`src/design/vdp_ram.sv`:
```
`default_nettype none

module vdp_ram #(
   parameter int ADDR_W = 6,
   parameter int DATA_W = 8
) (
   input  wire logic              clock,
   input  wire logic              we,
   input  wire logic              re,
   input  wire logic [ADDR_W-1:0] addr,
   input  wire logic [DATA_W-1:0] wdata,
   output logic      [DATA_W-1:0] rdata
);

   logic [DATA_W-1:0] mem [2**ADDR_W];

   // Single port; read data is registered and holds until the next read.
   always_ff @(posedge clock) begin
      if (we) begin
         mem[addr] <= wdata;
      end
      if (re) begin
         rdata <= mem[addr];
      end
   end

endmodule

`default_nettype wire

```
`config.mk`:
```
export PLATFORM = sky130hd
export DESIGN_NAME = vdp_ram
export DESIGN_NICKNAME = d
export VERILOG_FILES = /design/src/design/vdp_ram.sv
export SDC_FILE = /design/constraint.sdc
export NUM_CORES = 1
export LEC_CHECK = 0
export BUFFER_PORTS_ARGS = -buffer_cell sky130_fd_sc_hd__buf_2
export CAP_MARGIN = 20
export CORE_UTILIZATION = 55
export CTS_CLUSTER_DIAMETER = 60
export DETAILED_ROUTE_END_ITERATION = 12
export GPL_TIMING_DRIVEN = 0
export PLACE_DENSITY = 0.69
export SLEW_MARGIN = 25
export SYNTH_ARGS = -nofsm -noshare
export SYNTH_HDL_FRONTEND = slang
export SYNTH_SLANG_ARGS = --single-unit
export TNS_END_PERCENT = 100
```
`constraint.sdc`:
```
create_clock -name clock -period 7.3 [get_ports clock]
set_input_delay 1.46 -clock clock [delete_from_list [all_inputs] [get_ports clock]]
set_output_delay 1.46 -clock clock [all_outputs]
set_load 0.005 [all_outputs]
```
Yosys cells after proc, flatten, opt, wreduce, memory -nomap -nowiden

Memories as Yosys holds them, arrays and structs flattened. A register that Yosys moved wholly into a read port is not among the register bits.
Cells that the tools add are included.

Register bits after elaboration: 0
Memory bits (writable): 512
Input port bits: 17
Memories: 1
Word-level logic and storage cells: 3

Memory list:

| memory | depth | width | read ports | clocked after Yosys merged registers in | wr ports | line | source |
|---|---|---|---|---|---|---|---|
| mem    | 64    | 8     | 1          | 1                                       | 1        | 15   | `logic [DATA_W-1:0] mem [2**ADDR_W];` |

Mux-type cells: 2

Operators by type and width:

| cell              | number |
|---|---|
| 1-bit two-way mux | 2 |

Depth between registers and ports, before layout

Depth after elaboration: 2
Gate-level depth with buffers: 10

Worst setup path after synthesis

OpenSTA, ideal clock, no wires.

Path type: input to register
Start: input addr[1]
End: memory mem[13][0] (enable)
Slack: 3.741 ns
Data arrival time: 3.188 ns
Cell stages on the path: 7
Setup time: 0.370 ns
Required time: 6.930 ns
Cell sequence: buf_6 > buf_6 > nor2b_1 > clkbuf_1 > clkbuf_1 > nand3_1 > nor2_1

RTL lines:

| element     | line | source |
|---|---|---|
| from (decl) | 10   | `input wire logic [ADDR_W-1:0] addr,` |
| to (decl)   | 15   |  |

No word-level cell before the write port.

Worst setup path after layout

Start: input addr[0]
End: memory mem[21][4] (enable)

No word-level cell before the write port.

==> impl_results.md <==
- Initial Utilization: a little under three fifths
- Worst skew pair latency: ~0.57 ns
- Fill cell count: between 2000 and 3000
- Post-CTS setup buffers: 0
- R2R Path End: rdata[3]
- LEAKAGE: between 0.007 and 0.008 uW
- Routed wire length: around 57 mm
- CTS tree: yes
- Post-synth EDFFs: between 500 and 600
- Max VDD drop: 0.0001886 V
- Core footprint: around 37000 sq um
- Final #Nets: roughly 1300
- Pwr Density: 270.4 nW/um^2
- Cells after Synth: between 1000 and 1500
- Area grow syn2layout: 11.04%
- Hold Path Class: flop to flop
- Setup slack, reg-to-reg: between 4 and 5 ns
- Final Hold Viols: 0
- Kind of critical path: input port to flop
- CTS sink cnt: 520
- TritonCTS Buffers: 51
- FF+latch count, synth: between 500 and 600
- Hold path depth: 3
- H-tree levels: 2
- IO Port Bufs: 23
- Root Driver: clkbuf_16
- First-pass DRT Iterations: 7
- Status: finished, final reports clean
- Pin count of the biggest net entering global routing: 65
- Layout cells sized above 1: about 14%
- Worst hold start: mem[3][4]
- Syn Area/Cell: 17.53 sq um
- Gpl congestion: roughly 1.0
- Post-CTS Hold Fix Bufs: 0
- Top_reg_cell synth: edfxtp_1
- Clk pin slew, worst setup/hold paths: 0.06 ns
- Multiplexer share of the synthesized area: roughly 8.2%
- Worst R2R Path Depth: 5
- Die area: between 30000 and 40000 sq um
- CP required: around 7.5 ns
- Yosys warns: 0
- Post-cts gate resize count: 0
- Top Ports: 25
- CP Launch Point: addr[0]
- Crit-path max FO: 10
- Routed vias: around 12000
- Synthesized area: slightly above 20000 sq um
- Final instance area: 22800 sq um
- Fin cells: approximately 1800
- Setup crit end kind: flop
- Yosys cell types: between 50 and 60
- R2R Path Start: mem[54][3]
- Vias in the first global route: approximately 11000
- DRC: 0
- Async set or reset register ratio after synthesis: 0%
- Initial antenna violation count: 3
- Min Tclk post-route: 4.941 ns
- Via/cell ratio: 6.831
- Remaining global-route overflow: 0
- Worst slew pin tran: approximately 1.1 ns
- Post-synth net total: about 1200
- Worst slew margin: approximately 25%
- Worst Hold End: rdata[4]
- RSZ-0062 raised after global routing: no
- Clock tree buffer depth: 3
- Max-cap violations: 0
- Post-Synth Adder-Cell Area: 0%
- Final setup viols: 0
- Total Neg Setup Slack: 0 ns
- Worst Clk Skew: approximately 0.016 ns
- First-pass GRT wire length: about 81 mm
- Row cnt: 70
- Hpwl dp: about 36 mm
- Post-Place Cell Area: roughly 21000 sq um
- WL per Instance: between 30 and 40 um
- Sequential fraction of the synthesis area: around three quarters
- Routed Antenna Nets: 0
- CP Launch Type: input port
- Post-synthesis xor/xnor area fraction: 0%
- Overall Global Routing Usage: a little under a third
- Critical path arrival: 5.13 ns
- Most frequent cells in the layout: edfxtp_1, nor2_1, mux2i_1
- Die Span Y: 195.2 um
- ANT cells: 0
- Initial DRC Count: 1918
- Final Cycle Share: between 60% and 70%
- Main combinational cell family by area after synthesis: multiplexers
- Dpl cells: 1662
- Max-slew violations: 0
- Compound-Gate Fraction of Synth Area: approximately 8.0%
- Commonest non-fill, non-tap cell in the layout: edfxtp_1
- Die W: roughly 200 um
- Post-synthesis simple-gate area fraction: ~5.7%
- Fmax: ~0.20 GHz
==> cell usage after synthesis, drive strengths merged (15+ instances only) <==
cell type,count,share of area [%]
edfxtp,520,76
o22ai,22,0.67
buf,45,1.3
mux2i,63,3.1
a31oi,15,0.46
a21oi,28,0.68
nand2,45,0.82
a22oi,40,1.5
a221oi,21,0.90
nand2b,24,0.73
clkbuf,36,0.66
nor2,82,1.5
mux4,41,4.5
==> per-stage QoR <==
| stage | setup WS [ns] | hold slack [ns] | total power [uW] | util (%) |
|---|---|---|---|---|
| CTS | 2.566 | 0.7122 | 6159 | 62.11 |
| floorplan | 3.741 | 0.6393 | 3560 | - |
| global placement | 1.973 | 0.6734 | 3732 | 57.85 |
| global route | 2.362 | 0.7190 | 6295 | 62.12 |
| finish | 2.359 | 0.7103 | 6163 | 62.12 |
| detailed placement | 1.968 | 0.6915 | 3738 | 57.90 |
==> critical path: stages <==
cell and delay (ns):
buf_2 0.11, buf_4 0.25, nor2b_1 0.39, clkbuf_1 0.70
clkbuf_1 0.45, nand3_1 0.75, nor2_1 1.00
==> sequential cells by signal (all words and copies together) (netlist names) <==
signal and cells:
mem 512, rdata 8
==> report_power, final <==
group	switching, uW	leakage [uW]	internal (uW)
Clock	1080	0.000759	1400
Sequential	5.59	0.00469	3310
Combinational	263	0.00185	105
Total	1350	0.00729	4820
==> metal layers <==
layer	vias to the layer above	global-route usage [%]	part of all wire, %
li1	4912	-	-
met1	6054	41.87	37
met2	843	45.50	44
met3	184	8.722	13
met4	2	14.09	5.2
met5	-	0	0.023
==> cells by family after synthesis <==
kind of cell,count (synthesis)
buf+inv,84
mux,116
simple gates,229
flops,520
compound gates,222
==> worst max path at each step <==
stage | to | slack [ns] | cells after the start
global route | mem[21][4] | 2.36 | 7
floorplan | mem[13][0] | 3.74 | 7
global placement | mem[21][2] | 1.97 | 7
CTS | mem[53][2] | 2.57 | 7
detailed placement | mem[53][5] | 1.97 | 7
finish | mem[21][4] | 2.36 | 7
==> area by class of cell <==
type | count | area [sq um] | area share, %
Tap cell | 468 | 585.6 | 2.569
Clock inverter | 23 | 151.4 | 0.6641
Multi-Input combinational cell | 567 | 4509 | 19.78
Timing Repair Buffer | 23 | 135.1 | 0.5928
Inverter | 3 | 11.26 | 0.04940
Buffer | 81 | 394.1 | 1.729
Sequential cell | 520 | 15620 | 68.50
Clock buffer | 71 | 1394 | 6.115
(Power assumes the default switching activity.)
