==> src/design/vdp_pkg.sv <==
`default_nettype none

package vdp_pkg;

   // Address widths of the two attached memories.
   localparam int VRAM_ADDR_W = 14;
   localparam int CRAM_ADDR_W = 6;

   // Request kinds carried on the request side-band.
   localparam logic [2:0] REQ_DATA_READ  = 3'd0;
   localparam logic [2:0] REQ_DATA_WRITE = 3'd1;
   localparam logic [2:0] REQ_STATUS     = 3'd2;
   localparam logic [2:0] REQ_CONTROL    = 3'd3;
   localparam logic [2:0] REQ_TICK       = 3'd4;
   localparam logic [2:0] REQ_VCOUNT     = 3'd5;

   // Line timing.
   localparam logic [8:0] LINE_LAST   = 9'd261;
   localparam logic [8:0] LINE_VBLANK = 9'd192;

   // Register file index of the configuration register.
   localparam logic CSR_HANDHELD_IDX = 1'b0;

   // Mode register values after reset.
   localparam logic [7:0] REG_INIT [16] = '{
      8'h36, 8'ha0, 8'hff, 8'hff, 8'hff, 8'hff, 8'hfb, 8'h00,
      8'h00, 8'h00, 8'hff, 8'h00, 8'h00, 8'h00, 8'h00, 8'h00
   };

   // Access to the video memory.
   typedef struct packed {
      logic                   we;
      logic                   re;
      logic [VRAM_ADDR_W-1:0] addr;
      logic [7:0]             wdata;
   } vram_req_type;

   // Access to the palette memory.
   typedef struct packed {
      logic                   we;
      logic                   re;
      logic [CRAM_ADDR_W-1:0] addr;
      logic [7:0]             wdata;
   } cram_req_type;

   // Result of one request before the palette read data is merged in.
   typedef struct packed {
      logic [7:0] value;
      logic       from_cram;
      logic       irq;
   } rsp_type;

endpackage

`default_nettype wire

==> src/design/vdp_core.sv <==
`default_nettype none

module vdp_core (
   input  wire logic                  clock,
   input  wire logic                  reset,
   input  wire logic                  advance,
   input  wire logic [2:0]            req_type,
   input  wire logic [7:0]            data_byte,
   input  wire logic                  handheld,
   input  wire logic [7:0]            vram_q,
   output vdp_pkg::vram_req_type      vram_req,
   output vdp_pkg::cram_req_type      cram_req,
   output vdp_pkg::rsp_type           rsp_in
);

   logic [14:0] addr_ff, addr_in;
   logic [7:0]  latch_ff, latch_in;
   logic        second_ff, second_in;
   logic [7:0]  prefetch_ff, prefetch_in;
   logic        pf_mem_ff, pf_mem_in;
   logic [1:0]  status_ff, status_in;
   logic [8:0]  line_ff, line_in;
   logic [7:0]  countdown_ff, countdown_in;
   logic [7:0]  regs_ff [16];
   logic [7:0]  regs_in [16];

   logic [7:0]  pf_cur;
   logic [5:0]  pal_mask;
   logic [5:0]  pal_idx;
   logic [14:0] pal_next;
   logic [14:0] vram_next;
   logic [13:0] ctrl_addr;
   logic [8:0]  line_inc;

   // The prefetch byte lives in the video memory read register right after a fetch.
   assign pf_cur    = pf_mem_ff ? vram_q : prefetch_ff;
   assign pal_mask  = {handheld, 5'h1f};
   assign pal_idx   = addr_ff[5:0] & pal_mask;
   assign pal_next  = {1'b1, 8'h00, (addr_ff[5:0] + 6'd1) & pal_mask};
   assign vram_next = {1'b0, addr_ff[13:0] + 14'd1};
   assign ctrl_addr = {data_byte[5:0], latch_ff};
   assign line_inc  = line_ff + 9'd1;

   // Next state and memory accesses for the request at the head of the pipe.
   always_comb begin
      addr_in      = addr_ff;
      latch_in     = latch_ff;
      second_in    = second_ff;
      prefetch_in  = prefetch_ff;
      pf_mem_in    = pf_mem_ff;
      status_in    = status_ff;
      line_in      = line_ff;
      countdown_in = countdown_ff;
      regs_in      = regs_ff;
      vram_req     = '0;
      cram_req     = '0;
      rsp_in       = '0;

      case (req_type)
         vdp_pkg::REQ_DATA_READ: begin
            if (addr_ff[14]) begin
               cram_req.re      = advance;
               cram_req.addr    = pal_idx;
               rsp_in.from_cram = 1'b1;
               addr_in          = pal_next;
            end else begin
               rsp_in.value  = pf_cur;
               vram_req.re   = advance;
               vram_req.addr = addr_ff[13:0];
               pf_mem_in     = 1'b1;
               addr_in       = vram_next;
            end
            second_in = 1'b0;
         end
         vdp_pkg::REQ_DATA_WRITE: begin
            if (addr_ff[14]) begin
               cram_req.we    = advance;
               cram_req.addr  = pal_idx;
               cram_req.wdata = data_byte;
               addr_in        = pal_next;
            end else begin
               prefetch_in    = data_byte;
               pf_mem_in      = 1'b0;
               vram_req.we    = advance;
               vram_req.addr  = addr_ff[13:0];
               vram_req.wdata = data_byte;
               addr_in        = vram_next;
            end
            second_in = 1'b0;
         end
         vdp_pkg::REQ_STATUS: begin
            rsp_in.value = {status_ff, 6'b000000};
            status_in    = 2'b00;
            second_in    = 1'b0;
         end
         vdp_pkg::REQ_CONTROL: begin
            if (!second_ff) begin
               latch_in  = data_byte;
               second_in = 1'b1;
            end else begin
               if (data_byte[7]) begin
                  if (data_byte[6]) begin
                     addr_in = {1'b1, 8'h00, latch_ff[5:0] & pal_mask};
                  end else begin
                     regs_in[data_byte[3:0]] = latch_ff;
                  end
               end else if (data_byte[6]) begin
                  addr_in = {1'b0, ctrl_addr};
               end else begin
                  // Set the address, fetch the byte there and step past it.
                  vram_req.re   = advance;
                  vram_req.addr = ctrl_addr;
                  pf_mem_in     = 1'b1;
                  addr_in       = {1'b0, ctrl_addr + 14'd1};
               end
               second_in = 1'b0;
            end
         end
         vdp_pkg::REQ_TICK: begin
            if (line_ff == vdp_pkg::LINE_VBLANK) begin
               status_in[1] = 1'b1;
            end
            if (line_ff == vdp_pkg::LINE_LAST) begin
               line_in      = '0;
               countdown_in = regs_ff[10];
            end else begin
               line_in = line_inc;
               if (line_inc < vdp_pkg::LINE_VBLANK) begin
                  if (countdown_ff == 8'd0) begin
                     status_in[0] = 1'b1;
                     countdown_in = regs_ff[10];
                  end else begin
                     countdown_in = countdown_ff - 8'd1;
                  end
               end
            end
         end
         vdp_pkg::REQ_VCOUNT: begin
            rsp_in.value = (line_ff < vdp_pkg::LINE_VBLANK) ? line_ff[7:0] : 8'hff;
         end
         default: begin
         end
      endcase

      rsp_in.irq = (status_in[1] & regs_in[1][5]) | (status_in[0] & regs_in[0][4]);
   end

   // State registers step once per request.
   always_ff @(posedge clock) begin
      if (reset) begin
         addr_ff      <= '0;
         latch_ff     <= '0;
         second_ff    <= 1'b0;
         prefetch_ff  <= '0;
         pf_mem_ff    <= 1'b0;
         status_ff    <= '0;
         line_ff      <= '0;
         countdown_ff <= 8'hff;
         regs_ff      <= vdp_pkg::REG_INIT;
      end else if (advance) begin
         addr_ff      <= addr_in;
         latch_ff     <= latch_in;
         second_ff    <= second_in;
         prefetch_ff  <= prefetch_in;
         pf_mem_ff    <= pf_mem_in;
         status_ff    <= status_in;
         line_ff      <= line_in;
         countdown_ff <= countdown_in;
         regs_ff      <= regs_in;
      end
   end

`ifndef SYNTHESIS
   a_line_range: assert property (@(posedge clock) disable iff (reset)
      line_ff <= vdp_pkg::LINE_LAST)
      else $error("line counter beyond last line");
   a_pal_addr_form: assert property (@(posedge clock) disable iff (reset)
      addr_ff[14] |-> (addr_ff[13:6] == 8'h00))
      else $error("palette address has high bits set");
   a_vram_one_op: assert property (@(posedge clock) disable iff (reset)
      !(vram_req.we && vram_req.re))
      else $error("video memory read and write together");
   a_mem_idle: assert property (@(posedge clock) disable iff (reset)
      !advance |-> !(vram_req.we || vram_req.re || cram_req.we || cram_req.re))
      else $error("memory access without a request");
   a_fetch_marks: assert property (@(posedge clock) disable iff (reset)
      (advance && vram_req.re) |=> pf_mem_ff)
      else $error("fetch did not mark the prefetch source");
`endif

endmodule

`default_nettype wire

==> config.mk <==
export PLATFORM = sky130hd
export DESIGN_NAME = vdp_core
export DESIGN_NICKNAME = d
export VERILOG_FILES = /design/src/design/vdp_pkg.sv /design/src/design/vdp_core.sv
export SDC_FILE = /design/constraint.sdc
export NUM_CORES = 1
export LEC_CHECK = 0
export BUFFER_PORTS_ARGS = -buffer_cell sky130_fd_sc_hd__clkbuf_2
export CORE_ASPECT_RATIO = 1.2
export CORE_MARGIN = 5
export CORE_UTILIZATION = 56
export DETAILED_ROUTE_END_ITERATION = 8
export PLACE_DENSITY = 0.8
export SLEW_MARGIN = 5
export SYNTH_ARGS = -nofsm -noshare
export SYNTH_HDL_FRONTEND = slang
export SYNTH_SLANG_ARGS = --single-unit
export TNS_END_PERCENT = 50
==> constraint.sdc <==
create_clock -name clock -period 2.4 [get_ports clock]
set_input_delay 0.24 -clock clock [delete_from_list [all_inputs] [get_ports clock]]
set_output_delay 0.24 -clock clock [all_outputs]
set_load 0.01 [all_outputs]
Word-level counts from Yosys, hierarchy flattened
Cells that the tools add are included.
{"block": "op_classes", "add_sub_neg": 5, "n_lt_le_gt_ge": 4, "eq_ne": 13, "mux": 53, "n_bitwise": 10, "n_reduce_logical": 17}
{"op": "$mux 125", "n": 4}
{"op": "$bwmux 128", "n": 1}
{"op": "$mux 15", "n": 8}
{"op": "$mux 8", "n": 9}
{"op": "$pmux 14 s3", "n": 1}
{"op": "$demux 8 s4", "n": 1}
{"op": "$pmux 15 s2", "n": 1}
{"op": "$add 14x1->14 const B", "n": 2}
{"op": "$mux 14", "n": 2}
{"op": "$pmux 8 s3", "n": 1}
{"op": "$mux 22", "n": 1}
{"op": "$and 6x6->6", "n": 3}
{"op": "$lt 9x8->1 const B", "n": 2}
{"op": "$mux 1", "n": 17}
{"op": "$pmux 6 s2", "n": 1}
{"op": "$ne 2x2->1 const B", "n": 5}
{"op": "$add 9x1->9 const B", "n": 1}
{"op": "$eq 9x8->1 const B", "n": 1}
{"op": "$eq 9x9->1 const B", "n": 1}
{"op": "$mux 9", "n": 1}
{"op": "$reduce_and 3->1", "n": 3}
{"op": "$logic_not 8->1", "n": 1}
{"op": "$sub 8x1->8 const B", "n": 1}
{"op": "$mux 7", "n": 1}
{"op": "other kinds (24)", "n": 33}
{"block": "totals", "register_bits": 180, "input_bits": 23, "output_inout_bits": 50}

Longest topological paths before layout
{"block": "depth", "ltp_word": 12, "ltp_mapped": 9, "depth_no_buf": 8}

Worst setup path before layout
OpenSTA, ideal clock, no wires.
{"block": "synth_timing", "kind": "in2out", "startpoint": "input port req_type[2]", "endpoint": "output port rsp_in[0] (netlist name)", "arrival_time_ps": 1909, "slack_ps": 251, "cell_stages": 7, "path_cell_list": "buf_6 nand2b_4 or2_1 or4_4 nor4b_2 mux2i_1 o32ai_1"}
{"element": "start: declaration", "line": "vdp_core.sv:7", "rtl": "input wire logic [2:0] req_type,"}
{"element": "end: declaration", "line": "vdp_core.sv:13", "rtl": "output vdp_pkg::rsp_type rsp_in"}

==> flow_metrics.py <==
metrics = {
    "outcome": {
        "outcome": "finished, violations left",
        "violations": "negative setup slack",
    },
    "setup_path": {
        "r2r_slack_ps": 330,
        "arrival_ps": 2330,
        "ff2ff_path_depth": 7,
        "reg2reg_to": "countdown_ff[4]",
        "r2r-start": "line_ff[3]",
        "endpoint_kind": "output pin",
        "startpoint_type": "register",
        "cp.required_ps": 2160,
        "worstPathMaxFanout": 4,
        "path_class": "register to output pin",
    },
    "synth": {
        "synth_edf_count": 0,
        "yosysSeqAreaShare_pct": 31.3,
        "syn_inst": 525,
        "synth_seq_cells": 62,
        "syn_area_mm2": 0.00397,
        "synth.top_cell.area_share_pct": 31.3,
        "synth_warnings": 0,
        "synthFlopType": "dfxtp_1",
        "async_flop_share_pct": 0,
        "avgSynthCellArea_um2": 7.55,
        "syn-num-nets": 556,
        "ys_top_cells_by_area": "dfxtp_1 (31%), mux2i_1 (6.8%), nand2_1 (6.4%), nor2_1 (4.9%), and3_1 (4.3%)",
        "ys_types": 55,
        "synth_area_leader_cell": "dfxtp_1",
    },
    "sta": {
        "setup_violations": 1,
        "setup_slack_ps": -171,
        "fin_crit_ps": 2570,
        "max_slew.worst_pin.slew_ps": 634,
        "finalCritPeriodShare_pct": 107,
        "max_freq_mhz": 389,
        "clock_skew_ps": 9.67,
        "relSlewSlack_pct": 57.4,
        "finalHoldViolCount": 0,
        "rsz0062_at_grt": "yes",
        "finalMaxSlewViolations": 0,
    },
    "global_route": {
        "grt_pass1_vias": 4089,
        "grt_pass1_wl_mm": 19.7,
        "gr-usage-met2_pct": 45.5,
        "antenna_found_initial": 0,
        "grt_usage_pct": 27.6,
        "use_met1_pct": 35.3,
        "grt_use_met3_pct": 5.56,
        "grt_overflow": 0,
        "grt_busiest_layer": "met2",
        "grt_start_max_net_pins": 42,
    },
    "power_and_ir_drop": {
        "p_comb_share_pct": 9.9,
        "leakage_nw": 1.87,
        "switching_share_pct": 27.6,
        "p_total_w": 0.00226,
        "p_seq_share_pct": 47.1,
        "clkPwrFrac_pct": 43.0,
        "peakVddDrop_mv": 0.335,
        "power.switching_w": 0.000623,
        "powerDensity_mw_per_mm2": 481,
        "internal-power_w": 0.00163,
    },
    "clock_network": {
        "path_clk_slew_ps": 80,
        "htree_levels": 3,
        "cts_setup_buffers": 0,
        "cts_tree": "yes",
        "clk_path_buf_depth": 2,
        "cts_sinks": 62,
        "cts_buffers": 9,
        "cts_root_buffer": "clkbuf_8",
        "hold_buffers": 0,
        "clk_latency_ps": 340,
    },
    "finish": {
        "nets": 620,
        "final_common_cell": "clkbuf_2",
        "drive_gt1_share_pct": 20.5,
        "multi_input_area_mm2": 0.00253,
        "fillers": 597,
        "final_cell_mix": "clkbuf_2 (72), nand2_1 (67), dfxtp_1 (61), nor2_1 (52), o21ai_0 (29)",
        "syn2layout_area_growth_pct": 18.4,
        "regArea_mm2": 0.00124,
        "diodes": 0,
        "fin_area_mm2": 0.00470,
    },
    "floorplanning": {
        "core-area_mm2": 0.00685,
        "top_level_ports": 73,
        "initial_core_util_pct": 57.8,
        "fp.dieH_um": 102,
        "row_count": 33,
        "die_w_um": 86.8,
        "dieArea_mm2": 0.00887,
    },
    "detailed_routing": {
        "antenna_left": 0,
        "drc": 0,
        "num_vias": 4293,
        "viasPerCell": 6.30,
        "totalWireLength_mm": 12.2,
        "drt_iter0_drc": 383,
        "avgRoutedWirePerCell_um": 18.0,
        "dr.pass1.iters": 5,
    },
    "placement": {
        "dp_hpwl_mm": 8.64,
        "detailedPlace.worstSlack_ps": 36.0,
        "numPortBuffers": 72,
        "placed_cell_area_mm2": 0.00445,
        "place_congestion": 0.954,
    },
    "worst_hold_path": {
        "worstHoldPathType": "input port to register",
        "hold_depth": 3,
        "min_to": "prefetch_ff[5]",
        "hp-start": "data_byte[5]",
    },
    "flow_run": {
        "max_cap_viol_count": 0,
    },
}
worst max-delay path, cell delays in order, from the launching register on:
cell and delay [ps]:
dfxtp_2 350, nand2_2 70, or2_1 240, or4_4 480
nor4b_4 260, mux2i_1 150, o32ai_2 270, clkbuf_2 180
registers in the layout, indices dropped and copies added (netlist names):
name and cells:
addr_ff 15, regs_ff 10, line_ff 9, countdown_ff 8, latch_ff 8, prefetch_ff 8, status_ff 2, pf_mem_ff 1
second_ff 1
layout make-up:
| class | count | share of cell area, % |
|---|---|---|
| clock buffer | 10 | 2.93 |
| sequential | 62 | 26.5 |
| multi-input combinational | 407 | 54.0 |
| tap | 87 | 2.32 |
| inverter | 13 | 1.04 |
| clock inverter | 6 | 1.49 |
| timing repair buffer | 96 | 11.8 |
power by group through the flow:
stage | clock, W | sequential, W | combinational [W]
2_1_floorplan | 0 | 0.00108 | 0.000137
3_3_place_gp | 0 | 0.00108 | 0.000208
3_5_place_dp | 0 | 0.00109 | 0.000214
4_1_cts | 0.000978 | 0.00106 | 0.000219
5_1_grt | 0.00104 | 0.00106 | 0.000240
6_report | 0.000971 | 0.00106 | 0.000223
through the flow:
| stage | std cells | util (%) | setup TNS, ps | hold WS, ps |
|---|---|---|---|---|
| 4_1_cts | 681 | 68.4 | -135 | 224 |
| 3_5_place_dp | 665 | 65.0 | 0 | 455 |
| 2_1_floorplan | 525 | - | 0 | 376 |
| 5_1_grt | 681 | 68.5 | -214 | 256 |
| 3_3_place_gp | 665 | 65.0 | 0 | 444 |
| 6_report | 681 | 68.5 | -171 | 248 |
logic make-up (layout without fill, tap and decap cells):
family / Yosys count / after routing / share of synthesized area, %
muxes: 27 / 27 / 6.82
xor gates and xnor gates: 16 / 16 / 3.53
DFF: 62 / 62 / 31.3
AOI/OAI and AO/OA: 123 / 123 / 20.7
adders and majority gates: 8 / 8 / 2.52
buffers and inverters: 56 / 125 / 5.71
and+or+nand+nor: 233 / 233 / 29.4
synth_stat cells, types with 6 or more instances:
library cell,n
a31oi_1,10
and2_1,12
a211oi_1,6
nand4_1,7
mux2i_1,27
dfxtp_1,62
and3_1,27
nor2_1,52
nand2_1,68
xnor2_1,7
ha_1,8
nor3_1,13
a22o_1,14
o21ai_0,29
inv_1,11
o22ai_1,9
xor2_1,9
nand3_1,24
a21oi_1,21
clkbuf_1,35
o211ai_1,7
metal layers:
layer,routed length (um),vias to the layer above
li1,-,2026
met1,4880,1993
met2,5760,239
met3,1230,35
met4,362,0
met5,0,-
worst max-delay path by stage:
stage,cells after the start,endpoint,startpoint
6_report,7,rsp_in[0],second_ff
5_1_grt,7,rsp_in[0],second_ff
4_1_cts,7,rsp_in[0],second_ff
3_5_place_dp,8,rsp_in[0],req_type[2]
3_3_place_gp,8,rsp_in[0],req_type[2]
2_1_floorplan,7,rsp_in[0],req_type[2]
what timing repair did:
action / in CTS / in global routing
resized for setup: 5 / 1
hold endpoints to repair: 0 / 0
setup endpoints to repair: 1 / 1
pin swaps: 0 / 0
(Power assumes the default switching activity.)
